## src/sv/adkf_pkg.sv

```systemverilog
`timescale 1ns / 1ps
package adkf_pkg;

  localparam int GEN_CAPACITY = 16384;
  localparam int IDX_W        = $clog2(GEN_CAPACITY);
  localparam int CNT_W        = IDX_W + 1;
  localparam int ADDR_W       = IDX_W + 1;
  localparam int STORE_DEPTH  = 2 * GEN_CAPACITY;
  localparam int KEY_W        = 64;
  localparam int THR_W        = 14;
  localparam int TYPE_W       = 16;
  localparam int FUNC_W       = 2;
  localparam int PADDR_W      = 4;
  localparam int PDATA_W      = 32;

  localparam logic [THR_W-1:0]  THR_RESET    = 14'd10000;
  localparam logic [TYPE_W-1:0] TYPE_A_RESET = 16'd256;
  localparam logic [TYPE_W-1:0] TYPE_B_RESET = 16'd257;
  localparam logic [TYPE_W-1:0] TYPE_C_RESET = 16'd258;

  localparam logic [FUNC_W-1:0] FUNC_ADD = 2'd0;
  localparam logic [FUNC_W-1:0] FUNC_DEL = 2'd1;
  localparam logic [FUNC_W-1:0] FUNC_AGE = 2'd2;

  localparam logic [1:0] REG_THR    = 2'd0;
  localparam logic [1:0] REG_TYPE_A = 2'd1;
  localparam logic [1:0] REG_TYPE_B = 2'd2;
  localparam logic [1:0] REG_TYPE_C = 2'd3;

  typedef enum logic [1:0] {
    OP_NOP,
    OP_ADD,
    OP_DEL,
    OP_AGE
  } op_t;

  typedef struct packed {
    op_t              op;
    logic             ignored;
    logic [KEY_W-1:0] key;
  } item_t;

endpackage

```

## src/sv/adkf_fifo.sv

```systemverilog
`timescale 1ns / 1ps
module adkf_fifo (
  input  logic            clk,
  input  logic            rst_n,
  input  logic            push,
  input  adkf_pkg::item_t push_item,
  input  logic            pop,
  output adkf_pkg::item_t head,
  output logic            empty,
  output logic            full
);
  import adkf_pkg::*;

  item_t      mem_r [2];
  logic       wp_r, rp_r;
  logic [1:0] cnt_r;

  assign empty = (cnt_r == 2'd0);
  assign full  = (cnt_r == 2'd2);
  assign head  = mem_r[rp_r];

  always_ff @(posedge clk) begin
    if (push) begin
      mem_r[wp_r] <= push_item;
    end
    if (!rst_n) begin
      wp_r  <= 1'b0;
      rp_r  <= 1'b0;
      cnt_r <= 2'd0;
    end else begin
      if (push) begin
        wp_r <= !wp_r;
      end
      if (pop) begin
        rp_r <= !rp_r;
      end
      cnt_r <= cnt_r + {1'b0, push} - {1'b0, pop};
    end
  end

endmodule

```

## config.mk

```make
export PLATFORM = sky130hd
export DESIGN_NAME = adkf_fifo
export DESIGN_NICKNAME = d
export VERILOG_FILES = /design/src/sv/adkf_pkg.sv /design/src/sv/adkf_fifo.sv
export SDC_FILE = /design/constraint.sdc
export NUM_CORES = 1
export LEC_CHECK = 0
export BUFFER_PORTS_ARGS = -buffer_cell sky130_fd_sc_hd__buf_2
export CAP_MARGIN = 20
export CORE_AREA = 2 2 108 110
export DETAILED_ROUTE_END_ITERATION = 10
export DIE_AREA = 0 0 110 112
export PLACE_DENSITY = 0.84
export SYNTH_ARGS = -nofsm -noshare
export SYNTH_HDL_FRONTEND = slang
export SYNTH_SLANG_ARGS = --single-unit
export TNS_END_PERCENT = 10
```

## constraint.sdc

```tcl
create_clock -name clk -period 4.3 [get_ports clk]
set_clock_uncertainty 0.1 [all_clocks]
set_input_delay 0.645 -clock clk [delete_from_list [all_inputs] [get_ports clk]]
set_output_delay 0.645 -clock clk [all_outputs]
set_load 0.01 [all_outputs]
```

==> impl_metrics.py <==
metrics = {
    "status": {
        "outcome": "finished, final reports clean",
    },
    "power_and_ir_drop": {
        "power.density_nw_per_um2": 507,
        "irDropWorstVdd_v": 0.000243,
        "leakagePower_uw": 0.00258,
    },
    "sta": {
        "sum_neg_setup_slack_ns": 0,
        "worst_slew_pin_slew_ns": 1.04,
        "unrepaired_setup_endpoints_after_global_routing": "false",
        "layout_worst_path_cycle_share_pct": 64.7,
        "setup_ws_ns": 1.52,
        "achievable-frequency_ghz": 0.359,
        "slew_headroom_pct": 30.7,
        "timing.final.crit_period_ns": 2.78,
        "count_of_final_max_slew_check_failures": 0,
        "finalSetupViolCount": 0,
        "finalHoldViolations": 0,
    },
    "worst_setup_path": {
        "crit-reg2reg-launch": "wp_r$_SDFFE_PN0P_",
        "critPathKind": "reg2out",
        "signal_arrival_time_at_the_worst_endpoint_ns": 2.04,
        "critical_path_required_ns": 3.56,
        "rr_worst_depth": 2,
        "reg2reg_slack_ns": 2.40,
        "crit-reg2reg-capture": "mem_r[0][7]$_DFFE_PP_",
        "critPathCaptureType": "output pin",
        "timing.critical_path.fanout_max": 67,
        "start_kind": "flip-flop",
    },
    "synth": {
        "yosysSeqAreaShare_pct": 79.7,
        "yosys_warnings": 0,
        "synth-compound-area-share_pct": 0.145,
        "yosys.area_share.simple_pct": 1.04,
        "synth_area_sq_um": 5170,
        "synth_cells": 229,
        "yosysUniqueCellTypes": 15,
        "dominant_combinational_cell_family_by_area_after_synthesis": "multiplexers",
        "synth.ff_latch_count": 139,
        "mux_share_of_post_synthesis_cell_area_pct": 16.8,
        "adder_and_majority_gate_portion_of_the_synthesized_area_pct": 0.484,
        "synth_xor_area_share_pct": 0.605,
        "yosys-top-cells-area": "edfxtp_1, mux2_4, mux2_2",
        "syn_area_per_cell_sq_um": 22.6,
        "synth_fp_nets": 302,
        "yosys.area.top_type_share_pct": 77.8,
        "post_synth_top_area_cell": "edfxtp_1",
    },
    "global_routing": {
        "overflow": 0,
        "grt_pass1_vias": 2727,
        "wire_length_of_the_first_global_routing_pass_um": 13000,
        "grt_util_all_layers_pct": 14.4,
        "grt_start_max_net_pins": 68,
        "antenna_found_initial": 0,
    },
    "clocking": {
        "clock_insertion_delay_worst_skew_ns": 0.40,
        "cts-htree-levels": 4,
        "cts_hold_buf": 0,
        "clk_transition_reported_paths_ns": 0.06,
        "numClockSinks": 139,
        "clock_tree.root_cell": "clkbuf_16",
        "cts-buffers-inserted": 17,
        "cts_resized": 0,
        "clock_path_buffers": 2,
        "cts.repair_timing.setup_buffer_count": 0,
        "tritoncts": "built",
    },
    "detailed_routing": {
        "detailroute.via_count": 2598,
        "drtIter0Drc": 106,
        "drc": 0,
        "detail_route.vias_per_cell": 4.84,
        "wire_per_inst_um": 15.7,
        "drt-total-wl_um": 8450,
        "route.antenna.remaining_nets": 0,
        "firstDrtPassIters": 4,
    },
    "place": {
        "dp.final_hpwl_um": 5430,
        "placement.io_buffers": 139,
        "placement.setup.worst_slack_ns": 1.88,
        "routabilityCongestion": 0.722,
    },
    "min_path": {
        "min_delay_worst_endpoint": "mem_r[0][45]$_DFFE_PP_",
        "hold_depth": 1,
        "holdCritPathClass": "in2reg",
        "hold_start": "push_item[45]",
    },
    "finish": {
        "nets": 454,
        "fin_util_pct": 59.2,
        "layout.cells.most_common": "buf_2",
        "diodes": 0,
        "syn_to_final_growth_pct": 28.0,
        "mostFrequentLayoutCells": "buf_2, edfxtp_1, mux2_2",
        "post_route_cells_drive_above_1_share_pct": 61.2,
    },
    "floorplan": {
        "fp.dieW_um": 110,
        "floorplan.die_area_sq_um": 12300,
        "core_sq_um": 11200,
        "start_util_pct": 46.3,
        "top_level_ports": 140,
        "placementRows": 39,
        "chipHeight_um": 112,
    },
    "run": {
        "max_cap_violations": 0,
    },
}
cells in the mapped netlist:
library cell	count
edfxtp_1	134
mux2_2	37
mux2_4	30
dfxtp_1	5
and2_1	4
nor2b_1	4
buf_2	3
buf_6	3
ha_1	2
inv_1	2
buf_4	1
nor2_1	1
o21a_1	1
xnor3_1	1
xor2_1	1
how the worst max path moves through the flow:
stage               from                     end  slack [ns]  depth (start not counted)
6_report       flip-flop                head[17]        1.52                          2
5_1_grt        flip-flop                 head[4]        1.36                          2
4_1_cts        flip-flop                 head[4]        1.44                          2
3_5_place_dp        push  mem_r[0][31]$_DFFE_PP_        1.88                          3
3_3_place_gp   flip-flop                 head[5]        1.92                          2
2_1_floorplan       push   mem_r[0][0]$_DFFE_PP_        0.08                          1
report_power, final:
part	internal [uW]	switching (uW)
Clock	920	515
Combinational	171	133
Sequential	1570	46.7
Total	2660	695
critical path, stage by stage (launching register included):
cell,delay [ns]
dfxtp_4,1.03
mux2_2,0.43
buf_2,0.14
kinds of logic after synthesis:
logic type | count (synthesis)
DFF | 139
muxes | 67
buffers and inverters | 9
and+or+nand+nor | 9
xor gates and xnor gates | 2
adders and majority gates | 2
AOI/OAI and AO/OA | 1
state kept, by name, indices dropped and copies added (netlist names), named ones only:
name and count:
mem_r 134, cnt_r 2, rp_r 1, wp_r 1
cell type report:
class	instances	area [sq um]
inverters	2	7.51
fillers	843	4560
multi-input cells	81	995
repair buffers	140	716
clock buffers	19	443
flip-flops and latches	139	4130
well taps	143	179
clock inverters	13	151
routing by layer:
layer / global-route usage [%] / part of all wire [%] / vias to the layer above
met5: 0 / 0 / -
met1: 16.5 / 39 / 1286
li1: - / - / 1207
met2: 24.1 / 53 / 92
met3: 4.86 / 6.0 / 13
met4: 6.50 / 1.9 / 0
per-stage QoR:
| step | power [uW] | instances | instance area (sq um) | hold slack (ns) |
|---|---|---|---|---|
| 2_1_floorplan | 1820 | 229 | 5170 | 0.455 |
| 3_3_place_gp | 1940 | 505 | 6020 | 0.455 |
| 3_5_place_dp | 1950 | 505 | 6020 | 0.469 |
| 4_1_cts | 3390 | 537 | 6620 | 0.308 |
| 5_1_grt | 3480 | 537 | 6620 | 0.306 |
| 6_report | 3350 | 537 | 6620 | 0.326 |
Power figures use the tool's default switching activity.
