$ cat src/sv/adkf_pkg.sv
`timescale 1ns / 1ps
package adkf_pkg;

  localparam int GEN_CAPACITY = 16384;
  localparam int IDX_W        = $clog2(GEN_CAPACITY);
  localparam int CNT_W        = IDX_W + 1;
  localparam int ADDR_W       = IDX_W + 1;
  localparam int STORE_DEPTH  = 2 * GEN_CAPACITY;
  localparam int KEY_W        = 64;
  localparam int THR_W        = 14;
  localparam int TYPE_W       = 16;
  localparam int FUNC_W       = 2;
  localparam int PADDR_W      = 4;
  localparam int PDATA_W      = 32;

  localparam logic [THR_W-1:0]  THR_RESET    = 14'd10000;
  localparam logic [TYPE_W-1:0] TYPE_A_RESET = 16'd256;
  localparam logic [TYPE_W-1:0] TYPE_B_RESET = 16'd257;
  localparam logic [TYPE_W-1:0] TYPE_C_RESET = 16'd258;

  localparam logic [FUNC_W-1:0] FUNC_ADD = 2'd0;
  localparam logic [FUNC_W-1:0] FUNC_DEL = 2'd1;
  localparam logic [FUNC_W-1:0] FUNC_AGE = 2'd2;

  localparam logic [1:0] REG_THR    = 2'd0;
  localparam logic [1:0] REG_TYPE_A = 2'd1;
  localparam logic [1:0] REG_TYPE_B = 2'd2;
  localparam logic [1:0] REG_TYPE_C = 2'd3;

  typedef enum logic [1:0] {
    OP_NOP,
    OP_ADD,
    OP_DEL,
    OP_AGE
  } op_t;

  typedef struct packed {
    op_t              op;
    logic             ignored;
    logic [KEY_W-1:0] key;
  } item_t;

endpackage

$ cat src/sv/adkf_front.sv
`timescale 1ns / 1ps
module adkf_front (
  input  logic                         clk,
  input  logic                         rst_n,
  input  logic                         psel,
  input  logic                         penable,
  input  logic                         pwrite,
  input  logic [adkf_pkg::PADDR_W-1:0] paddr,
  input  logic [adkf_pkg::PDATA_W-1:0] pwdata,
  output logic [adkf_pkg::PDATA_W-1:0] prdata,
  input  logic [adkf_pkg::FUNC_W-1:0]  func,
  input  logic [adkf_pkg::TYPE_W-1:0]  msg_type,
  input  logic [adkf_pkg::KEY_W-1:0]   key,
  output adkf_pkg::item_t              item,
  output logic [adkf_pkg::THR_W-1:0]   thr
);
  import adkf_pkg::*;

  logic [THR_W-1:0]  thr_r;
  logic [TYPE_W-1:0] type_a_r, type_b_r, type_c_r;
  logic              wr_en;
  logic              tracked;

  assign wr_en = psel && penable && pwrite;
  assign thr   = thr_r;

  always_ff @(posedge clk) begin
    if (!rst_n) begin
      thr_r    <= THR_RESET;
      type_a_r <= TYPE_A_RESET;
      type_b_r <= TYPE_B_RESET;
      type_c_r <= TYPE_C_RESET;
    end else if (wr_en) begin
      case (paddr[3:2])
        REG_THR:    thr_r    <= pwdata[THR_W-1:0];
        REG_TYPE_A: type_a_r <= pwdata[TYPE_W-1:0];
        REG_TYPE_B: type_b_r <= pwdata[TYPE_W-1:0];
        REG_TYPE_C: type_c_r <= pwdata[TYPE_W-1:0];
        default: ;
      endcase
    end
  end

  always_comb begin
    case (paddr[3:2])
      REG_THR:    prdata = {{(PDATA_W-THR_W){1'b0}}, thr_r};
      REG_TYPE_A: prdata = {{(PDATA_W-TYPE_W){1'b0}}, type_a_r};
      REG_TYPE_B: prdata = {{(PDATA_W-TYPE_W){1'b0}}, type_b_r};
      REG_TYPE_C: prdata = {{(PDATA_W-TYPE_W){1'b0}}, type_c_r};
      default:    prdata = '0;
    endcase
  end

  // classify: untracked add/delete becomes a no-op flagged as ignored
  assign tracked = (msg_type == type_a_r) || (msg_type == type_b_r) ||
                   (msg_type == type_c_r);

  always_comb begin
    item.key     = key;
    item.ignored = 1'b0;
    case (func) inside
      FUNC_ADD, FUNC_DEL: begin
        item.ignored = !tracked;
        if (!tracked) begin
          item.op = OP_NOP;
        end else if (func == FUNC_ADD) begin
          item.op = OP_ADD;
        end else begin
          item.op = OP_DEL;
        end
      end
      FUNC_AGE: item.op = OP_AGE;
      default:  item.op = OP_NOP;
    endcase
  end

endmodule

$ cat config.mk
export PLATFORM = sky130hd
export DESIGN_NAME = adkf_front
export DESIGN_NICKNAME = d
export VERILOG_FILES = /design/src/sv/adkf_pkg.sv /design/src/sv/adkf_front.sv
export SDC_FILE = /design/constraint.sdc
export NUM_CORES = 1
export LEC_CHECK = 0
export BUFFER_PORTS_ARGS = -buffer_cell sky130_fd_sc_hd__buf_2
export CAP_MARGIN = 10
export CORE_ASPECT_RATIO = 0.9
export CORE_MARGIN = 2
export CORE_UTILIZATION = 44
export CTS_BUF_LIST = sky130_fd_sc_hd__clkbuf_16
export CTS_CLUSTER_SIZE = 12
export DETAILED_ROUTE_END_ITERATION = 10
export PLACE_DENSITY = 0.87
export SKIP_CTS_REPAIR_TIMING = 1
export SLEW_MARGIN = 20
export SYNTH_ARGS = -nofsm -noshare
export SYNTH_HDL_FRONTEND = slang
export SYNTH_SLANG_ARGS = --single-unit
$ cat constraint.sdc
create_clock -name clk -period 1.5 [get_ports clk]
set_input_delay 0.225 -clock clk [delete_from_list [all_inputs] [get_ports clk]]
set_output_delay 0.225 -clock clk [all_outputs]
set_load 0.02 [all_outputs]
==> out/metrics.csv <==
stage,metric,value,unit
layout,layout cells sized above 1,45.8,%
drt,final WL,11700,um
drt,initial drt markers,263,
layout,most frequent cells in the layout,"95 x nand2_1, 54 x buf_2, 52 x buf_6",
grt,GRT met3 Usage,6.43,%
layout,final design utilization,58.9,%
synth,sequential area share after synthesis,32.0,%
status,status,"complete, but fails checks",
synth,Seq cells post-synth,62,
sta,f_max,479,MHz
synth,Synth top area share,32.0,%
drt,wire per inst,18.6,um
worst_setup_path,CP max FO,3,
power,maximum vdd drop,0.000492,V
floorplan,Core ar.,8570,sq um
clocking,clock slew at reported path FFs,50,ps
floorplan,Die X,103,um
worst_hold_path,HP Class,input port to flop,
worst_setup_path,CP Class,flop to output pin,
grt,GR peak layer,met2,
layout,antenna diode count,0,
run,maxcap violations,0,
grt,Global Route met1 Usage,24.8,%
drt,vias per inst,5.41,
sta,final setup vio count,19,
sta,clock skew,0,ps
place,IO buf count,73,
drt,DRC violations left,0,
layout,nets,630,
grt,first-pass GRT wire length,16100,um
layout,Layout Cells excl Fill,630,
floorplan,Rows,32,
floorplan,die height,93.1,um
worst_hold_path,Hold Crit Depth,3,
sta,Final Hold Vio Count,0,
place,placed wire-length estimate,7740,um
synth,average size of a mapped cell,9.03,sq um
power,Final Power,4250,uW
clocking,CTS max path bufs,2,
grt,GR Layer Usage met2,35.6,%
layout,synth-to-layout area growth,29.9,%
power,power per cell area,842,nW/um^2
floorplan,Die Area,9600,sq um
synth,synth warn,0,
sta,Final Max Slew Viols,0,
layout,area of the multi-input gates,2050,sq um
sta,Tmin final,2090,ps
floorplan,initial core utilization,45.3,%
drt,DR pass1 iterations,5,
worst_setup_path,reg2reg path depth,4,
place,placed cells,610,
grt,All-Layer GR Usage,21.9,%
worst_setup_path,CP Launch Type,flop,
clocking,htree depth,3,
clocking,clk root buf,clkbuf_16,
synth,ranking of synthesized cells by area,"dfxtp_1 32%, buf_4 16%, xor2_1 11%",
drt,detailed-route via count,3409,
worst_setup_path,Crit. End Element,output pin,
grt,antenna violations before repair,0,
clocking,CTS tree,yes,
floorplan,Ports,236,
layout,"commonest non-fill, non-tap cell in the layout",nand2_1,
worst_setup_path,crit path DAT,1860,ps
drt,Detail Route Antenna Nets,0,
synth,Gate Count Post-Synth,430,
layout,fill count,661,
worst_setup_path,Worst EP required,1270,ps
grt,largest net degree at the start of global routing,63,
clocking,worst skew pair latency,320,ps
place,GPL Wtd Cong,0.855,
synth,Netlist Area Pre-Place,3880,sq um
status,failing checks,setup timing,
sta,worst hold margin,168,ps
sta,fin worst setup slack,-587,ps
synth,Cell variety after synth,30,
power,Leak,0.00218,uW
synth,cell taking the most area after synthesis,dfxtp_1,
sta,RSZ-0062 raised after global routing,yes,
grt,grt total ovfl,0,
layout,register area,1290,sq um
sta,period utilisation layout,139,%
clocking,CTS Buf Count,9,
sta,setup TNS,-3770,ps
clocking,Sinks on Clock Net,62,
grt,vias in the first global route,3325,
through the flow:
stage / instance area, sq um / setup WS, ps
3_5_place_dp: 4350 / -338
4_1_cts: 4630 / -719
3_3_place_gp: 4350 / -341
2_1_floorplan: 3940 / -39.4
5_1_grt: 5040 / -644
6_report: 5040 / -587
final timing paths:
path | to | slack [ps] | start
hold reg to reg | thr[11] | 480 | thr[11]
setup / recovery | item[65] | -590 | type_b_r[5]
hold / removal | thr[4] | 170 | pwdata[4]
setup reg to reg | type_b_r[13] | 620 | type_b_r[13]
registers in the layout, summed over array words and instances, names as in the netlist:
register	flops
type_c_r	16
type_a_r	16
type_b_r	16
thr	14
synthesized netlist by cell type:
cell type / instances
nand2_1: 95
buf_4: 82
dfxtp_1: 62
xor2_1: 48
a21boi_0: 22
a21boi_1: 16
mux2i_1: 16
nor2b_1: 14
nor4_1: 12
mux4_2: 11
nand3_1: 10
buf_2: 9
clkbuf_1: 7
and3_1: 3
mux4_1: 3
a22o_1: 2
a31oi_1: 2
buf_6: 2
mux2_2: 2
nand4_1: 2
a41oi_1: 1
and2_1: 1
and2b_1: 1
buf_1: 1
buf_12: 1
conb_1: 1
nor3_2: 1
nor3b_2: 1
or3_1: 1
xnor2_1: 1
critical path: stages (launching register included):
cell and delay (ps):
dfxtp_2 330, xor2_2 150, nor4_2 340, buf_4 170, nand4_1 160, a31oi_1 220, buf_4 160
logic make-up after synthesis:
group	count (synthesis)	share of synthesized area [%]
DFF	62	32.0
and+or+nand+nor	141	16.6
AOI/OAI and AO/OA	43	8.34
buffers and inverters	102	18.9
xor gates and xnor gates	49	11.1
other	1	0.0966
muxes	32	13.1
routing by layer:
layer	routed length [um]	up-vias
met5	0	-
met3	971	61
met2	5840	187
met4	518	0
met1	4400	1662
li1	-	1499
layout make-up:
type                            count  area share, %
Clock buffer                        9           4.46
Clock inverter                      6           1.09
Multi-Input combinational cell    281           40.7
Sequential cell                    62           25.6
Tap cell                          119           2.95
Timing Repair Buffer              153           25.2
report_power, final:
group / switching (uW) / total [uW] / internal, uW
Combinational: 327 / 591 / 264
Clock: 706 / 1960 / 1260
Sequential: 21.3 / 1700 / 1670
No activity file was read; power rests on OpenSTA's default activity.
